File: src/ieba_pkg.sv
// Package for the I2C EEPROM byte access unit: item and result types, sequencer
// state, stage codes and the stage entry function. No dependencies.
`default_nettype none

package ieba_pkg;

  localparam logic [7:0] DEV_WRITE   = 8'hA0;
  localparam logic [7:0] DEV_READ    = 8'hA1;
  localparam logic [7:0] ACK_TIMEOUT = 8'd250;

  localparam logic [1:0] CMD_TICK  = 2'd0;
  localparam logic [1:0] CMD_READ  = 2'd1;
  localparam logic [1:0] CMD_WRITE = 2'd2;

  typedef enum logic [3:0] {
    ST_IDLE   = 4'd0,
    ST_START  = 4'd1,
    ST_DEV    = 4'd2,
    ST_HIGH   = 4'd3,
    ST_LOW    = 4'd4,
    ST_WDATA  = 4'd5,
    ST_RSTART = 4'd6,
    ST_RDEV   = 4'd7,
    ST_RX     = 4'd8,
    ST_NACK   = 4'd9,
    ST_STOP   = 4'd10
  } stage_t;

  typedef struct packed {
    logic [1:0]  cmd;
    logic [15:0] address;
    logic [7:0]  write_data;
    logic        sda_in;
  } item_t;

  typedef struct packed {
    logic       scl_level;
    logic       sda_pull_low;
    logic       busy_res;
    logic       done_res;
    logic [7:0] read_byte;
    logic       ack_error;
  } result_t;

  typedef struct packed {
    stage_t      stage;
    logic [2:0]  sub;
    logic [2:0]  bit_cnt;
    logic [7:0]  shift;
    logic [7:0]  wait_cnt;
    logic [15:0] addr;
    logic [7:0]  data;
    logic        is_read;
    logic        err;
    logic        wide;
    logic [7:0]  last_read;
  } seq_state_t;

  // Enter a stage: clear the per-stage counters and load the byte to send.
  function automatic seq_state_t enter_stage(seq_state_t s, stage_t st);
    seq_state_t r;
    r = s;
    r.stage    = st;
    r.sub      = 3'd0;
    r.bit_cnt  = 3'd0;
    r.wait_cnt = 8'd0;
    unique case (st)
      ST_DEV: begin
        if (s.wide) begin
          r.shift = DEV_WRITE;
        end else begin
          r.shift = DEV_WRITE | {4'b0000, s.addr[10:8], 1'b0};
        end
      end
      ST_HIGH:  r.shift = s.addr[15:8];
      ST_LOW:   r.shift = s.addr[7:0];
      ST_WDATA: r.shift = s.data;
      ST_RDEV:  r.shift = DEV_READ;
      default:  r.shift = 8'd0;
    endcase
    return r;
  endfunction

endpackage

`default_nettype wire

File: src/ieba_in_stage.sv
// Input register of the I2C EEPROM byte access unit: holds one accepted tick.
// Uses ieba_pkg for the item type.
`default_nettype none

module ieba_in_stage (
  input  wire logic          clk,
  input  wire logic          rst_n,
  input  wire logic          in_tvalid,
  output logic               in_tready,
  input  wire ieba_pkg::item_t in_item,
  input  wire logic          take,
  output logic               item_valid,
  output ieba_pkg::item_t    item
);

  logic            valid_r;
  ieba_pkg::item_t item_r;

  // Free when empty or when the held tick moves on in this cycle.
  assign in_tready  = !valid_r || take;
  assign item_valid = valid_r;
  assign item       = item_r;

  always_ff @(posedge clk) begin
    if (!rst_n) begin
      valid_r <= 1'b0;
    end else if (in_tready) begin
      valid_r <= in_tvalid;
    end
  end

  always_ff @(posedge clk) begin
    if (in_tready && in_tvalid) begin
      item_r <= in_item;
    end
  end

endmodule

`default_nettype wire

File: src/ieba_core.sv
// Pin-step sequencer of the I2C EEPROM byte access unit: one bus step per tick.
// Uses ieba_pkg for types, stage codes and the stage entry function.
`default_nettype none

module ieba_core (
  input  wire logic            clk,
  input  wire logic            rst_n,
  input  wire logic            step_en,
  input  wire logic            two_byte_address,
  input  wire ieba_pkg::item_t item,
  output ieba_pkg::result_t    result
);

  ieba_pkg::seq_state_t st_r;
  ieba_pkg::seq_state_t st_nxt;

  always_comb begin
    ieba_pkg::seq_state_t s;
    ieba_pkg::stage_t     after;
    logic scl;
    logic pull;
    logic busy;
    logic done;
    s     = st_r;
    after = ieba_pkg::ST_STOP;
    scl   = 1'b1;
    pull  = 1'b0;
    busy  = 1'b1;
    done  = 1'b0;

    // A command is only taken when idle, and its tick already runs the start.
    if (s.stage == ieba_pkg::ST_IDLE &&
        (item.cmd == ieba_pkg::CMD_READ || item.cmd == ieba_pkg::CMD_WRITE)) begin
      s.wide    = two_byte_address;
      s.addr    = two_byte_address ? item.address : {5'b00000, item.address[10:0]};
      s.data    = item.write_data;
      s.is_read = (item.cmd == ieba_pkg::CMD_READ);
      s.err     = 1'b0;
      s         = ieba_pkg::enter_stage(s, ieba_pkg::ST_START);
    end

    unique case (s.stage)
      ieba_pkg::ST_START, ieba_pkg::ST_RSTART: begin
        scl  = (s.sub == 3'd1) || (s.sub == 3'd2);
        pull = (s.sub >= 3'd2);
        if (s.sub >= 3'd3) begin
          s = ieba_pkg::enter_stage(s, (s.stage == ieba_pkg::ST_START) ?
                                       ieba_pkg::ST_DEV : ieba_pkg::ST_RDEV);
        end else begin
          s.sub = s.sub + 3'd1;
        end
      end
      ieba_pkg::ST_DEV, ieba_pkg::ST_HIGH, ieba_pkg::ST_LOW,
      ieba_pkg::ST_WDATA, ieba_pkg::ST_RDEV: begin
        priority if (s.sub <= 3'd2) begin
          scl  = (s.sub == 3'd1);
          pull = !s.shift[7];
          priority if (s.sub < 3'd2) begin
            s.sub = s.sub + 3'd1;
          end else if (s.bit_cnt == 3'd7) begin
            s.sub = 3'd3;
          end else begin
            s.bit_cnt = s.bit_cnt + 3'd1;
            s.shift   = {s.shift[6:0], 1'b0};
            s.sub     = 3'd0;
          end
        end else if (s.sub == 3'd3) begin
          scl   = 1'b0;
          s.sub = 3'd4;
        end else if (s.sub == 3'd4) begin
          // Ack slot: SDA released, SCL high, poll until the slave pulls low or the wait count reaches ACK_TIMEOUT.
          scl = 1'b1;
          priority if (!item.sda_in) begin
            s.sub = 3'd5;
          end else if (s.wait_cnt >= ieba_pkg::ACK_TIMEOUT) begin
            s.err = 1'b1;
            s     = ieba_pkg::enter_stage(s, ieba_pkg::ST_STOP);
          end else begin
            s.wait_cnt = s.wait_cnt + 8'd1;
          end
        end else begin
          scl = 1'b0;
          unique case (s.stage)
            ieba_pkg::ST_DEV:  after = s.wide ? ieba_pkg::ST_HIGH : ieba_pkg::ST_LOW;
            ieba_pkg::ST_HIGH: after = ieba_pkg::ST_LOW;
            ieba_pkg::ST_LOW:  after = s.is_read ? ieba_pkg::ST_RSTART : ieba_pkg::ST_WDATA;
            ieba_pkg::ST_RDEV: after = ieba_pkg::ST_RX;
            default:           after = ieba_pkg::ST_STOP;
          endcase
          s = ieba_pkg::enter_stage(s, after);
        end
      end
      ieba_pkg::ST_RX: begin
        if (s.sub == 3'd0) begin
          scl     = 1'b1;
          s.shift = {s.shift[6:0], item.sda_in};
          s.sub   = 3'd1;
        end else begin
          scl = 1'b0;
          if (s.bit_cnt == 3'd7) begin
            s.last_read = s.shift;
            s           = ieba_pkg::enter_stage(s, ieba_pkg::ST_NACK);
          end else begin
            s.bit_cnt = s.bit_cnt + 3'd1;
            s.sub     = 3'd0;
          end
        end
      end
      ieba_pkg::ST_NACK: begin
        scl = (s.sub == 3'd1);
        if (s.sub >= 3'd2) begin
          s = ieba_pkg::enter_stage(s, ieba_pkg::ST_STOP);
        end else begin
          s.sub = s.sub + 3'd1;
        end
      end
      ieba_pkg::ST_STOP: begin
        scl  = (s.sub >= 3'd1);
        pull = (s.sub < 3'd2);
        if (s.sub >= 3'd2) begin
          done    = 1'b1;
          s.stage = ieba_pkg::ST_IDLE;
          s.sub   = 3'd0;
        end else begin
          s.sub = s.sub + 3'd1;
        end
      end
      default: begin
        s.stage = ieba_pkg::ST_IDLE;
        s.sub   = 3'd0;
        busy    = 1'b0;
      end
    endcase

    st_nxt              = s;
    result.scl_level    = scl;
    result.sda_pull_low = pull;
    result.busy_res     = busy;
    result.done_res     = done;
    result.read_byte    = s.last_read;
    result.ack_error    = s.err;
  end

  always_ff @(posedge clk) begin
    if (!rst_n) begin
      st_r <= '0;
    end else if (step_en) begin
      st_r <= st_nxt;
    end
  end

endmodule

`default_nettype wire

File: src/i2c_eeprom_byte_access_unit.sv
// Top level of the I2C EEPROM byte access unit: input register, sequencer and
// result register. Uses ieba_pkg, ieba_in_stage and ieba_core.
//
//  channel  | direction | carries
//  ---------+-----------+-------------------------------------------------
//  in_      | slave     | one bus tick: command, address, data, SDA sample
//  out_     | master    | pin levels and status for that tick
//  cfg_     | write     | two_byte_address mode bit
//
// A transfer lands in the input register; the sequencer does the pin step and
// the result register loads it once that register is empty or being taken, so
// each result passes through both registers on its way out, and one tick per
// cycle passes when out_tready stays high.
// Reset (rst_n low, synchronous) empties both registers, returns the sequencer
// to idle and clears the mode bit, the error flag and the last read byte.
// A stall on out_tready holds the result; the input register can still take
// one more tick, and in_tready stays low while it holds that tick.
`default_nettype none

module i2c_eeprom_byte_access_unit (
  input  wire logic        clk,
  input  wire logic        rst_n,
  input  wire logic        in_tvalid,
  output logic             in_tready,
  // [15:0] address, [23:16] write_data, [24] sda_in, [31:25] zero
  input  wire logic [31:0] in_tdata,
  // [1:0] cmd
  input  wire logic [1:0]  in_tuser,
  output logic             out_tvalid,
  input  wire logic        out_tready,
  // [0] scl_level, [1] sda_pull_low, [2] busy_res, [3] done_res,
  // [11:4] read_byte, [12] ack_error, [15:13] zero
  output logic [15:0]      out_tdata,
  input  wire logic        cfg_wr_en,
  input  wire logic        cfg_wr_data
);

  ieba_pkg::item_t   in_item;
  ieba_pkg::item_t   item;
  ieba_pkg::result_t result;
  ieba_pkg::result_t result_r;
  logic              item_valid;
  logic              take;
  logic              out_valid_r;
  logic              two_byte_r;

  // Unpack the slave-side transfer into the item fields.
  assign in_item.cmd        = in_tuser;
  assign in_item.address    = in_tdata[15:0];
  assign in_item.write_data = in_tdata[23:16];
  assign in_item.sda_in     = in_tdata[24];

  // The held tick steps the sequencer when the result register can take it.
  assign take = item_valid && (!out_valid_r || out_tready);

  // Mode bit; the sequencer latches it only when a command starts.
  always_ff @(posedge clk) begin
    if (!rst_n) begin
      two_byte_r <= 1'b0;
    end else if (cfg_wr_en) begin
      two_byte_r <= cfg_wr_data;
    end
  end

  ieba_in_stage u_in (
    .clk        (clk),
    .rst_n      (rst_n),
    .in_tvalid  (in_tvalid),
    .in_tready  (in_tready),
    .in_item    (in_item),
    .take       (take),
    .item_valid (item_valid),
    .item       (item)
  );

  ieba_core u_core (
    .clk              (clk),
    .rst_n            (rst_n),
    .step_en          (take),
    .two_byte_address (two_byte_r),
    .item             (item),
    .result           (result)
  );

  // Result register: loads on every step, empties when the master side takes it.
  always_ff @(posedge clk) begin
    if (!rst_n) begin
      out_valid_r <= 1'b0;
    end else if (take) begin
      out_valid_r <= 1'b1;
    end else if (out_tready) begin
      out_valid_r <= 1'b0;
    end
  end

  always_ff @(posedge clk) begin
    if (take) begin
      result_r <= result;
    end
  end

  assign out_tvalid = out_valid_r;
  assign out_tdata  = {3'b000, result_r.ack_error, result_r.read_byte,
                       result_r.done_res, result_r.busy_res,
                       result_r.sda_pull_low, result_r.scl_level};

endmodule

`default_nettype wire

File: config.mk
export PLATFORM = sky130hd
export DESIGN_NAME = i2c_eeprom_byte_access_unit
export DESIGN_NICKNAME = d
export VERILOG_FILES = /design/src/ieba_pkg.sv /design/src/ieba_in_stage.sv /design/src/ieba_core.sv /design/src/i2c_eeprom_byte_access_unit.sv
export SDC_FILE = /design/constraint.sdc
export NUM_CORES = 1
export LEC_CHECK = 0
export BUFFER_PORTS_ARGS = -buffer_cell sky130_fd_sc_hd__buf_2
export CAP_MARGIN = 40
export CORE_MARGIN = 1
export CORE_UTILIZATION = 25
export CTS_BUF_LIST = sky130_fd_sc_hd__clkbuf_2 sky130_fd_sc_hd__clkbuf_4 sky130_fd_sc_hd__clkbuf_8
export DETAILED_ROUTE_END_ITERATION = 10
export PLACE_DENSITY = 0.53
export SYNTH_ARGS = -nofsm -noshare
export SYNTH_HDL_FRONTEND = slang
export SYNTH_SLANG_ARGS = --single-unit
File: constraint.sdc
create_clock -name clk -period 3.9 [get_ports clk]
set_input_delay 0.39 -clock clk [delete_from_list [all_inputs] [get_ports clk]]
set_output_delay 0.39 -clock clk [all_outputs]
set_load 0.02 [all_outputs]
==> flow_summary.ini <==
[sta]
worstMarginPinSlew_ns = 0.7117
rsz0062_at_grt = no
clock_skew_ns = 0.02171
drv_slew = 0
finalCritPeriodShare = 0.9031
fmax_ghz = 0.2839
min_period_ns = 3.522
max-slew-margin-rel = 0.5243
final-hold-violation-count = 0
setup_viol = 0
final.setup.tns_ns = 0

[die]
start_util = 0.2566
die-area_um2 = 24070
die_h_um = 155.1
rows = 55
fp.dieW_um = 155.1
ios = 58
core_area_um2 = 22850

[synth]
synth.distinct_cells = 74
synth-seq-cells = 104
synth_top_family_by_area = compound AO/OA/AOI/OAI gates
yosys_most_used_dff = dfxtp_1
synth_mux_area_frac = 0.01814
ys_warn_count = 0
synthSimpleGateAreaFrac = 0.2300
synth_compound_area_frac = 0.2467
synth-edff-count = 40
syn_inst = 706
postSynthAreaPerCell_um2 = 8.305
yosys.area_share.adder = 0.02561
async_flop_share = 0
synth_area_um2 = 5863
synthXorXnorAreaFrac = 0.002988
ys_seq_area_frac = 0.4234

[worst_hold_path]
hold_class = in -> reg
whs_endpoint = u_in.item[9]
holdPathStages = 1
min_from = in_tdata[0]

[clock_tree]
h-tree-depth = 3
cts_root_buf = clkbuf_8
numCtsBuffers = 9
clkTransAtPathRegs_ns = 0.13
cts_buffer_depth = 2
cts_resized = 0
postCtsSetupBuffers = 0
ctsHoldBuffers = 0
tritoncts = yes
cts_sinks = 104
clock_latency_ns = 0.41

[layout]
final_core_utilization = 0.2936
final_cell_count_no_fill = 1059
syn_to_final_growth_pct = 14.43
final_common_cell = nand2_1
drive_above_1_share = 0.1434
antennaDiodeCount = 0
fin_nets = 793
final_cell_mix = nand2_1 (110), a21oi_1 (70), dfxtp_1 (64), o21ai_0 (49), buf_2 (48)

[critical_path]
critical_path_class = reg -> reg
r2r.worst_path.cells = 14
crit_fanout = 7
ff2ff_setup_slack_ns = 0.38
cp.required_ns = 4.20
arrival_ns = 3.82
startpoint_type = register
cp-end-kind = register
crit-reg2reg-launch = u_in.item[25]
regToRegEndpoint = u_core.st_r[36]

[outcome]
outcome = finished clean

[drt]
firstDrtPassIters = 6
detail-route-antenna-nets = 0
drtIter0Drc = 467
wl_um = 17330
dr_total_vias = 5306
wl_per_cell_um = 16.36
vias_per_cell = 5.010
drc = 0

[global_routing]
globalRouteOverflowTotal = 0
grt_pass1_wl_um = 27540
track_usage = 0.1464
antenna_found_initial = 0
grt_pass1_vias = 4991
grt_max_degree = 43

[place]
numPortBuffers = 47
dp_hpwl_um = 12290
place_congestion = 0.8953
dp_cells = 1043

[flow_run]
cap_violations = 0

[power_and_ir_drop]
leakagePower_uw = 0.002311
powerDensity_nw_per_um2 = 329.9
power.total_uw = 2213
ir_drop_uv = 183.3
-- power by group --
group | total [µW] | switching, µW | internal (µW)
logic | 283 | 186 | 97.4
registers | 1200 | 27.8 | 1170
clock network | 731 | 462 | 269
-- state kept, by name, indices dropped and copies added (netlist names) --
| name | cells |
|---|---|
| out_tdata | 13 |
| out_tvalid | 1 |
| two_byte_r | 1 |
| u_core.st_r | 61 |
| u_in.item | 27 |
| u_in.item_valid | 1 |
-- layout make-up --
cell class | count | area (µm²)
fillers | 2490 | 16140
clock buffers | 9 | 123.9
flip-flops and latches | 104 | 2482
repair buffers | 74 | 442.9
well taps | 313 | 391.6
multi-input cells | 529 | 3080
clock inverters | 7 | 101.3
inverters | 23 | 86.33
-- how the worst max path moves through the flow --
stage	endpoint	startpoint	depth (start not counted)
3_5_place_dp	u_core.st_r[36]	u_in.item[25]	14
6_report	u_core.st_r[36]	u_in.item[25]	14
3_3_place_gp	u_core.st_r[36]	u_in.item[25]	14
5_1_grt	u_core.st_r[36]	u_in.item[25]	14
4_1_cts	u_core.st_r[36]	u_in.item[25]	14
2_1_floorplan	u_core.st_r[38]	u_in.item[25]	17
-- metal layers --
metal / global-route usage / vias up / wire length (µm)
met1: 0.2052 / 2491 / 8534
li1: - / 2653 / -
met5: 0 / - / 0
met3: 0.02591 / 25 / 728
met4: 0.04385 / 0 / 261
met2: 0.2280 / 137 / 7804
-- cell usage after synthesis, drive strengths merged, types with 3 or more instances --
cell type | n | share of area
a221o | 3 | 0.0051
a22o | 4 | 0.0060
mux2i | 5 | 0.0085
a21o | 12 | 0.015
a21boi | 3 | 0.0038
o21a | 5 | 0.0064
dfxtp | 64 | 0.22
nor3 | 19 | 0.018
a211oi | 9 | 0.012
nand2 | 110 | 0.070
buf | 16 | 0.015
o21ai | 55 | 0.047
ha | 12 | 0.026
nand4 | 6 | 0.0064
clkbuf | 36 | 0.023
a31o | 3 | 0.0060
and2 | 7 | 0.0075
or3 | 8 | 0.0094
a32oi | 3 | 0.0045
a221oi | 6 | 0.0090
a21oi | 70 | 0.060
o211ai | 6 | 0.0077
a31oi | 14 | 0.015
nor2 | 39 | 0.025
nor2b | 10 | 0.011
o31ai | 4 | 0.0051
nor4 | 3 | 0.0032
o2111ai | 3 | 0.0045
inv | 22 | 0.014
nand2b | 8 | 0.0085
a41oi | 3 | 0.0045
edfxtp | 40 | 0.20
o22ai | 7 | 0.0075
mux2 | 5 | 0.0096
or2 | 4 | 0.0043
nor4b | 4 | 0.0070
o2bb2ai | 3 | 0.0045
nor3b | 4 | 0.0051
nand3 | 28 | 0.024
and3 | 14 | 0.015
-- worst max-delay path, stage by stage, from the launching register on --
cell and delay, ns:
edfxtp_1 0.38, ha_1 0.40, nor3_4 0.15, nand2_1 0.21, nand2_1 0.21, inv_1 0.08
ha_1 0.20, ha_1 0.24, nor2b_1 0.27, o21a_1 0.28, and3_1 0.29, nor2_1 0.15
buf_4 0.19, a221oi_1 0.26, nor2_1 0.07
-- per-stage QoR --
stage                     setup WS (ns)  area, µm²  hold WS, ns
after floorplan                 0.06591       5871       0.4272
after global placement           0.4973       6464       0.4399
after detailed placement         0.4718       6484       0.4453
after CTS                        0.4330       6709       0.1269
after global routing             0.1681       6709       0.1208
final                            0.3779       6709       0.1445
-- logic make-up (layout without fill, tap and decap cells) --
| logic type | count (synthesis) | after routing |
|---|---|---|
| adders and majority gates | 12 | 12 |
| muxes | 10 | 10 |
| and+or+nand+nor | 274 | 274 |
| AOI/OAI and AO/OA | 228 | 228 |
| buffers and inverters | 75 | 113 |
| xor gates and xnor gates | 2 | 2 |
| DFF | 104 | 104 |
| other | 1 | 3 |
(Power assumes the default switching activity.)
